**src/hw/rtl/lpht_pkg.sv**
```systemverilog
// Package for the linear probe hash table: widths, opcodes, status codes, hash constants.
// No dependencies.
`timescale 1ns / 1ps
package lpht_pkg;
    localparam int Capacity  = 1024;
    localparam int IdxW      = $clog2(Capacity);
    localparam int SizeW     = 11;
    localparam int KeyW      = 64;
    localparam int ValW      = 64;
    localparam int CntW      = 11;
    localparam int CollW     = 32;
    localparam int HashW     = 32;
    localparam int MinSize   = 5;

    localparam logic [HashW-1:0] HashSeed = 32'd3323198485;
    localparam logic [HashW-1:0] HashMult = 32'd1540483477;
    localparam int HashShift = 15;

    localparam logic [1:0] OpInsert = 2'd0;
    localparam logic [1:0] OpDelete = 2'd1;
    localparam logic [1:0] OpSearch = 2'd2;

    localparam logic [2:0] StInserted = 3'd0;
    localparam logic [2:0] StUpdated  = 3'd1;
    localparam logic [2:0] StFull     = 3'd2;
    localparam logic [2:0] StDeleted  = 3'd3;
    localparam logic [2:0] StNotFound = 3'd4;
    localparam logic [2:0] StFound    = 3'd5;

    typedef struct packed {
        logic [1:0]      opcode;
        logic [KeyW-1:0] key_bytes;
        logic [ValW-1:0] value_in;
    } req_t;

    typedef struct packed {
        logic [2:0]       status;
        logic [ValW-1:0]  value_out;
        logic [CntW-1:0]  entry_count;
        logic [CollW-1:0] collision_total;
    } rsp_t;

    // Hash unit to probe engine handoff
    typedef struct packed {
        logic            valid;
        logic [IdxW-1:0] home;
    } home_t;
endpackage

```
**src/hw/rtl/lpht_hash.sv**
```systemverilog
// Sequential key hash and home slot reduction, one key at a time: byte by byte, then a
// restoring remainder, one quotient bit per cycle. Depends on lpht_pkg.
`timescale 1ns / 1ps
module lpht_hash (
    input  logic                      clk,
    input  logic                      rst_n,
    input  logic                      start,
    input  logic [lpht_pkg::KeyW-1:0] key,
    input  logic [lpht_pkg::SizeW-1:0] size,
    output lpht_pkg::home_t           home
);
    import lpht_pkg::*;

    localparam logic [1:0] S_IDLE = 2'd0;
    localparam logic [1:0] S_MUL  = 2'd1;
    localparam logic [1:0] S_MIX  = 2'd2;
    localparam logic [1:0] S_MOD  = 2'd3;
    localparam int ByteCntW = 4;
    localparam int BitCntW  = 6;

    logic [1:0]          state_reg, state_next;
    logic [KeyW-1:0]     key_reg, key_next;
    logic [ByteCntW-1:0] byte_reg, byte_next;
    logic [HashW-1:0]    h_reg, h_next;
    logic [HashW-1:0]    q_reg, q_next;
    logic [SizeW-1:0]    rem_reg, rem_next;
    logic [BitCntW-1:0]  bit_reg, bit_next;
    logic [SizeW-1:0]    size_reg, size_next;
    logic [7:0]          cur_byte;
    logic [SizeW:0]      trial;
    logic [63:0]         prod;

    assign cur_byte = key_reg[7:0];
    assign prod     = 64'(h_reg) * 64'(HashMult);
    assign trial    = {rem_reg, q_reg[HashW-1]};

    always_comb
    begin
        state_next = state_reg;
        key_next   = key_reg;
        byte_next  = byte_reg;
        h_next     = h_reg;
        q_next     = q_reg;
        rem_next   = rem_reg;
        bit_next   = bit_reg;
        size_next  = size_reg;
        home.valid = 1'b0;
        home.home  = rem_reg[IdxW-1:0];
        case (state_reg)
            S_IDLE:
            begin
                if (start)
                begin
                    key_next   = key;
                    byte_next  = '0;
                    h_next     = HashSeed;
                    size_next  = size;
                    state_next = S_MUL;
                end
            end
            S_MUL:
            begin
                if (cur_byte == 8'd0 || byte_reg == ByteCntW'(KeyW / 8))
                begin
                    q_next     = h_reg;
                    rem_next   = '0;
                    bit_next   = '0;
                    state_next = S_MOD;
                end
                else
                begin
                    h_next     = h_reg ^ HashW'(cur_byte);
                    state_next = S_MIX;
                end
            end
            S_MIX:
            begin
                h_next     = prod[HashW-1:0] ^ (prod[HashW-1:0] >> HashShift);
                key_next   = key_reg >> 8;
                byte_next  = byte_reg + 1'b1;
                state_next = S_MUL;
            end
            S_MOD:
            begin
                if (trial >= {1'b0, size_reg})
                    rem_next = SizeW'(trial - {1'b0, size_reg});
                else
                    rem_next = trial[SizeW-1:0];
                q_next   = q_reg << 1;
                bit_next = bit_reg + 1'b1;
                if (bit_reg == BitCntW'(HashW))
                begin
                    rem_next   = rem_reg;
                    home.valid = 1'b1;
                    state_next = S_IDLE;
                end
            end
            default: state_next = S_IDLE;
        endcase
    end

    always_ff @(posedge clk or negedge rst_n)
    begin
        if (!rst_n)
            state_reg <= S_IDLE;
        else
            state_reg <= state_next;
    end

    always_ff @(posedge clk)
    begin
        key_reg  <= key_next;
        byte_reg <= byte_next;
        h_reg    <= h_next;
        q_reg    <= q_next;
        rem_reg  <= rem_next;
        bit_reg  <= bit_next;
        size_reg <= size_next;
    end
endmodule

```
**config.mk**
```make
export PLATFORM = sky130hd
export DESIGN_NAME = lpht_hash
export DESIGN_NICKNAME = d
export VERILOG_FILES = /design/src/hw/rtl/lpht_pkg.sv /design/src/hw/rtl/lpht_hash.sv
export SDC_FILE = /design/constraint.sdc
export NUM_CORES = 1
export LEC_CHECK = 0
export ABC_AREA = 0
export BUFFER_PORTS_ARGS = -buffer_cell sky130_fd_sc_hd__clkbuf_2
export CAP_MARGIN = 25
export CORE_ASPECT_RATIO = 0.6
export CORE_MARGIN = 1.5
export CORE_UTILIZATION = 45
export DETAILED_ROUTE_END_ITERATION = 8
export GPL_ROUTABILITY_DRIVEN = 0
export PLACE_DENSITY = 0.62
export SYNTH_ARGS = -nofsm -noshare
export SYNTH_HDL_FRONTEND = slang
export SYNTH_SLANG_ARGS = --single-unit
```
**constraint.sdc**
```tcl
create_clock -name clk -period 12.6 [get_ports clk]
set_clock_uncertainty 0.1 [all_clocks]
set_input_delay 0 -clock clk [delete_from_list [all_inputs] [get_ports clk]]
set_output_delay 0 -clock clk [all_outputs]
set_load 0.01 [all_outputs]
```
==> results of run 1 <==
[layer usage]
layer	wire length (µm)	track usage [%]
met3	4250	7.69
met5	0	0
met2	15900	30.5
met4	529	3.76
met1	20500	35.7
[placed cells by master (no fill, tap or decap), types with 16 or more instances in the layout]
master / instances
a21oi_1: 39
buf_4: 21
clkbuf_16: 17
clkbuf_2: 88
dlygate4sd3_1: 78
edfxtp_1: 160
fa_1: 182
ha_1: 234
inv_1: 404
mux2_2: 73
nand2_1: 44
nor2_1: 41
nor2b_1: 16
o21ai_0: 33
xnor2_1: 59
xor2_1: 30
[worst paths after layout]
kind	startpoint	endpoint	slack, ns	cells past startpoint
max in group asynchronous	rst_n	state_reg[1]	11.96	3
min in group asynchronous	rst_n	state_reg[0]	0.32	3
hold / removal	size[9]	size_reg[9]	0.17	2
setup reg to reg	h_reg[10]	h_reg[16]	4.94	23
hold reg to reg	q_reg[11]	q_reg[12]	0.43	2
setup / recovery	h_reg[10]	h_reg[16]	4.94	23
[cell type report]
class,instances,area (µm²)
fill,3191,17300
multi-input combinational,881,10100
sequential,162,4850
inverter,405,1520
timing repair buffer,187,1380
tap,476,596
clock buffer,17,425
clock inverter,15,165
antenna,1,2.50
[logic make-up after synthesis]
| kind of cell | after synthesis | share of synthesized area (%) |
|---|---|---|
| DFF | 162 | 29.2 |
| buffers and inverters | 439 | 10.1 |
| xor gates and xnor gates | 95 | 5.51 |
| muxes | 76 | 5.13 |
| and+or+nand+nor | 149 | 4.41 |
| AOI/OAI and AO/OA | 143 | 5.86 |
| adders and majority gates | 418 | 39.7 |
[through the flow]
| step | hold WS [ns] | instance area (µm²) | setup WS [ns] | util (%) |
|---|---|---|---|---|
| 3_5_place_dp | -0.312 | 17700 | 5.13 | 48.6 |
| 6_report | 0.168 | 19000 | 4.94 | 52.4 |
| 2_1_floorplan | -0.396 | 16600 | 5.90 | - |
| 3_3_place_gp | -0.312 | 17700 | 5.28 | 48.6 |
| 4_1_cts | 0.151 | 19000 | 5.07 | 52.4 |
| 5_1_grt | 0.169 | 19000 | 4.63 | 52.4 |
==> key figures, run 1 <==
Detailed routing
  – Antenna violation net count after detailed routing: 0
  – Wire length per cell after detailed routing: between 15 and 20 µm
  – 1st-iter DRT viols: 622
  – Router iterations before antenna repair: 5
  – Detailed-route DRC error count: 0
  – Mean number of vias per cell: roughly 5.0
  – Routed via count: roughly 11000
  – Total length of routed wires: roughly 41000 µm

Final layout
  – Flip-flop count of the largest register, all copies and words added: 64
  – Proportion of layout cells with a drive suffix above 1: a little over an eighth
  – Post-synthesis to final-layout area growth: 14.7%
  – Final cell count without fillers: 2144
  – Number of nets in the final layout: roughly 2200

Logic synthesis
  – Average instance area after synthesis: 11.2 µm²
  – Leading cell types by total area after synthesis: edfxtp_1 29%, fa_1 22%, ha_1 18%
  – Flop and latch count out of synthesis: between 150 and 200
  – Synthesized net count: approximately 2000
  – Synthesized cell area: about 17000 µm²
  – Synthesized instance count: approximately 1500
  – Cell types with the highest counts after synthesis: 404 x inv_1, 236 x ha_1, 182 x fa_1
  – Cell with the most instances after synthesis: inv_1
  – Sequential-to-total area share from yosys stat: 29.2%
  – Number of enable flip-flop cells after synthesis: 160
  – Yosys warnings: 0
  – Dominant cell type by area after synthesis: edfxtp_1
  – Share of async-settable or async-resettable flops after synthesis: ~1.2%
  – Most used DFF post-synth: edfxtp_1
  – Share of the synthesized area in the top cell type: ~29%
  – Library cells used by synthesis: 65

Floorplanning
  – Die boundary width: between 200 and 300 µm
  – Core area: 36300 µm²
  – Number of top-level pins: 89
  – Starting density of the core: 45.7%
  – Chip Height: 152 µm
  – DIE AREA: between 30000 and 40000 µm²
  – Total number of placement rows: 54

STA
  – Setup Total Neg Slack: 0 ns
  – Period utilization: between 60% and 70%
  – Total setup violations reported at the end of the flow: 0
  – Endpoints failing hold: 0
  – Worst Tran Pin Value: approximately 0.99 ns
  – Fmax: between 100 and 150 MHz
  – Max-slew violation total from the final report: 0
  – Minimum clock period: ~7.7 ns
  – Setup repair after global routing missed its margin: no
  – Worst slew margin: around 34%

Global route
  – Number of antenna violations at the first check in global routing: 1
  – Largest net degree at the start of global routing: 84
  – Total gr overflow: 0
  – All-layer global routing usage: approximately 23%
  – Wire length of the first global-routing pass: ~65000 µm
  – Number of global-route vias before repair: between 10000 and 15000

Worst hold path
  – Min-Delay Path Class: primary input to flip-flop

Setup path
  – CP required: between 10 and 15 ns
  – Count of buffering cells on the critical path with inverters included: 6
  – Slowest stage cell on the critical path: edfxtp_1
  – Largest delay share family, worst path: adder cells
  – Kind of end point of the critical path: flip-flop
  – Critical path launch point type: flip-flop
  – Delay of the slowest critical-path stage: 0.87 ns
  – Sequence of cells on the critical path: inv_1 -> fa_1 -> inv_1 -> ha_1 -> inv_1 -> fa_1 -> fa_1 -> inv_1 -> fa_1 -> fa_1 -> fa_1 -> inv_1 -> fa_1 -> inv_1 -> ha_1 -> and4_1 -> and3_1 -> nand3_1 -> nor4_1 -> nor2_1 -> o21ai_1 -> xnor2_1 -> mux2i_1
  – Critical Path Fanout Max: 9
  – Crit path DAT: 7.72 ns
  – Critical path class: flip-flop to flip-flop
  – Most used cell along the critical path: fa_1

Placement
  – DP Cell Count: between 2000 and 2500
  – Number of buffer cells added on primary ports: 88
  – Final HPWL DP: 31800 µm

CTS
  – Number of buffers inserted during clock tree synthesis: 17
  – Number of levels the H-tree was split into: 4
  – Worst-path clk slew: ~0.070 ns
  – TritonCTS sink count: 162
  – Count of hold-fix buffers inserted at cts: 78
  – Resized Gates After CTS: 0
  – Clock tree from TritonCTS: yes
  – Clock buffer depth: 2
  – Clk_lat worst skew: ~0.44 ns
  – Clock root cell: clkbuf_16
  – Total setup buffers inserted after CTS: 0

Status
  – Outcome: complete, no violations

Job
  – Max_cap viols: 0
Power of run 1 is left out: the tool's default activity adds up to more than one toggle a clock period on the data nets, which glitch-free logic cannot reach.
==> inputs of run 2 (changes only) <==
==> constraint.sdc (replaced) <==
create_clock -name clk -period 7.6 [get_ports clk]
set_clock_uncertainty 0.1 [all_clocks]
set_input_delay 0 -clock clk [delete_from_list [all_inputs] [get_ports clk]]
set_output_delay 0 -clock clk [all_outputs]
set_load 0.01 [all_outputs]
==> run 2 against run 1 <==
  * Via count is 1.5% higher
  * Wire length is 2.7% higher
  * Critical endpoint is now h_reg[15]
  * Design area is 0.79% higher
==> key figures, run 2 (synthesized netlist as in run 1, its figures left out) <==
STA
  – Setup repair after global routing missed its margin: no
  – Period utilization: 94.8%
  – Total setup violations reported at the end of the flow: 0
  – Worst slew margin: 32.7%
  – Setup Total Neg Slack: 0 ns
  – Worst Hold Slack: roughly 0.17 ns
  – Max-slew violation total from the final report: 0
  – Worst Tran Pin Value: just over 1 ns
  – Minimum clock period: 7.20 ns
  – Fmax: between 100 and 150 MHz
  – Endpoints failing hold: 0

CTS
  – Clock root cell: clkbuf_16
  – Worst-path clk slew: 0.08 ns
  – Number of buffers inserted during clock tree synthesis: 17
  – Clock buffer depth: 2
  – Clk_lat worst skew: between 0.4 and 0.5 ns
  – TritonCTS sink count: 162
  – Resized Gates After CTS: 0
  – Clock tree from TritonCTS: yes
  – Number of levels the H-tree was split into: 4

Floorplanning
  – Core area: 36300 µm²
  – Starting density of the core: between 40% and 50%
  – Number of top-level pins: 89
  – Die boundary width: 251 µm
  – Chip Height: ~150 µm
  – Total number of placement rows: 54
  – DIE AREA: 38100 µm²

Final layout
  – Final cell count without fillers: around 2200
  – Number of nets in the final layout: 2163
  – Area of all placed cells without fillers: around 19000 µm²
  – Post-synthesis to final-layout area growth: 15.6%
  – Flip-flop count of the largest register, all copies and words added: 64
  – Commonest cells after routing, fill and taps aside: 404 x inv_1, 234 x ha_1, 182 x fa_1
  – Most common cell after layout, fill and taps aside: inv_1
  – Proportion of layout cells with a drive suffix above 1: ~14%
  – Antenna Diode Count: 0
  – Number of fill cells: ~3200

Detailed routing
  – Wire length per cell after detailed routing: a little under 20 µm
  – Router iterations before antenna repair: 8
  – Routed via count: roughly 11000
  – Met3 Wirelength: ~4400 µm
  – Antenna violation net count after detailed routing: 0
  – Mean number of vias per cell: around 5.1
  – Routed metal-1 wire length: 21100 µm
  – Highest metal used: met4
  – 1st-iter DRT viols: around 1000
  – Detail Route met2 WL: between 15000 and 20000 µm
  – Detailed-route DRC error count: 0
  – Total length of routed wires: approximately 42000 µm

Global route
  – Largest net degree at the start of global routing: 84
  – Total gr overflow: 0
  – All-layer global routing usage: roughly a quarter
  – Number of global-route vias before repair: between 10000 and 15000
  – Number of antenna violations at the first check in global routing: 1
  – Wire length of the first global-routing pass: roughly 67000 µm

Worst hold path
  – Instance count along the most critical hold path: 2
  – Min-Delay Path Class: primary input to flip-flop

Setup path
  – Kind of end point of the critical path: flip-flop
  – Depth of the worst register-to-register path: 22
  – Critical path launch point type: flip-flop
  – Critical Path Fanout Max: 7
  – Critical path class: flip-flop to flip-flop
  – Crit path DAT: 7.39 ns
  – CP required: ~8 ns

Placement
  – Post-place instance area: around 18000 µm²
  – DP Cell Count: ~2000
  – Final HPWL DP: roughly 34000 µm
  – Number of buffer cells added on primary ports: between 80 and 90

Job
  – Max_cap viols: 0

Status
  – Outcome: complete, no violations
run 2: cell count changes in the layout (fill, tap and decap cells not counted), sizes merged:
cell      change
buf          +13
clkinv        +4
clkinvlp      -3
diode         -1
inv           -1
run 2: metal layers:
layer  vias up  global-route usage, %
met4         0                   3.84
met1      5404                   37.2
met3        32                   7.37
li1       5135                      -
met5         -                      0
met2       388                   30.6
run 2: layout make-up:
class,instances,area [µm²],area share [%]
inverters,405,1520,7.92
repair buffers,200,1490,7.76
well taps,476,596,3.10
clock inverters,15,206,1.08
clock buffers,17,425,2.22
flip-flops and latches,162,4850,25.3
multi-input cells,881,10100,52.6
run 2: metrics by stage:
stage	util, %	worst slack [ns]
after floorplan	-	0.902
after global placement	48.8	0.473
after detailed placement	48.9	0.421
after CTS	52.8	0.384
after global routing	52.8	0.0827
final	52.8	0.396
run 2: worst max-delay path: stages, from the launching register on:
cell and delay (ns):
edfxtp_1 0.58, inv_1 0.21, fa_1 0.54, inv_1 0.04, ha_1 0.27, inv_1 0.06
fa_1 0.44, fa_1 0.53, inv_1 0.06, fa_1 0.55, fa_1 0.43, fa_1 0.51
inv_1 0.06, fa_1 0.48, inv_1 0.05, ha_1 0.38, and4_1 0.27, a31o_2 0.28
o21ai_0 0.20, o31ai_2 0.15, o41ai_4 0.31, xor3_1 0.38, a21oi_1 0.16
run 2: worst paths after layout:
kind	slack (ns)	end	start
worst max-delay path	0.40	h_reg[15]	h_reg[10]
worst max register to register	0.40	h_reg[15]	h_reg[10]
min in group asynchronous	0.35	state_reg[1]	rst_n
max in group asynchronous	6.92	state_reg[0]	rst_n
worst min register to register	0.43	q_reg[14]	q_reg[13]
worst min-delay path	0.17	size_reg[3]	size[3]
run 2: timing repair:
| item | in CTS | in global routing |
|---|---|---|
| hold buffers | 78 | 0 |
| hold endpoints to repair | 78 | 0 |
| endpoints found under the setup margin | 0 | 1 |
| buffers inserted | 0 | 2 |
Power of run 2 is left out for the same reason.
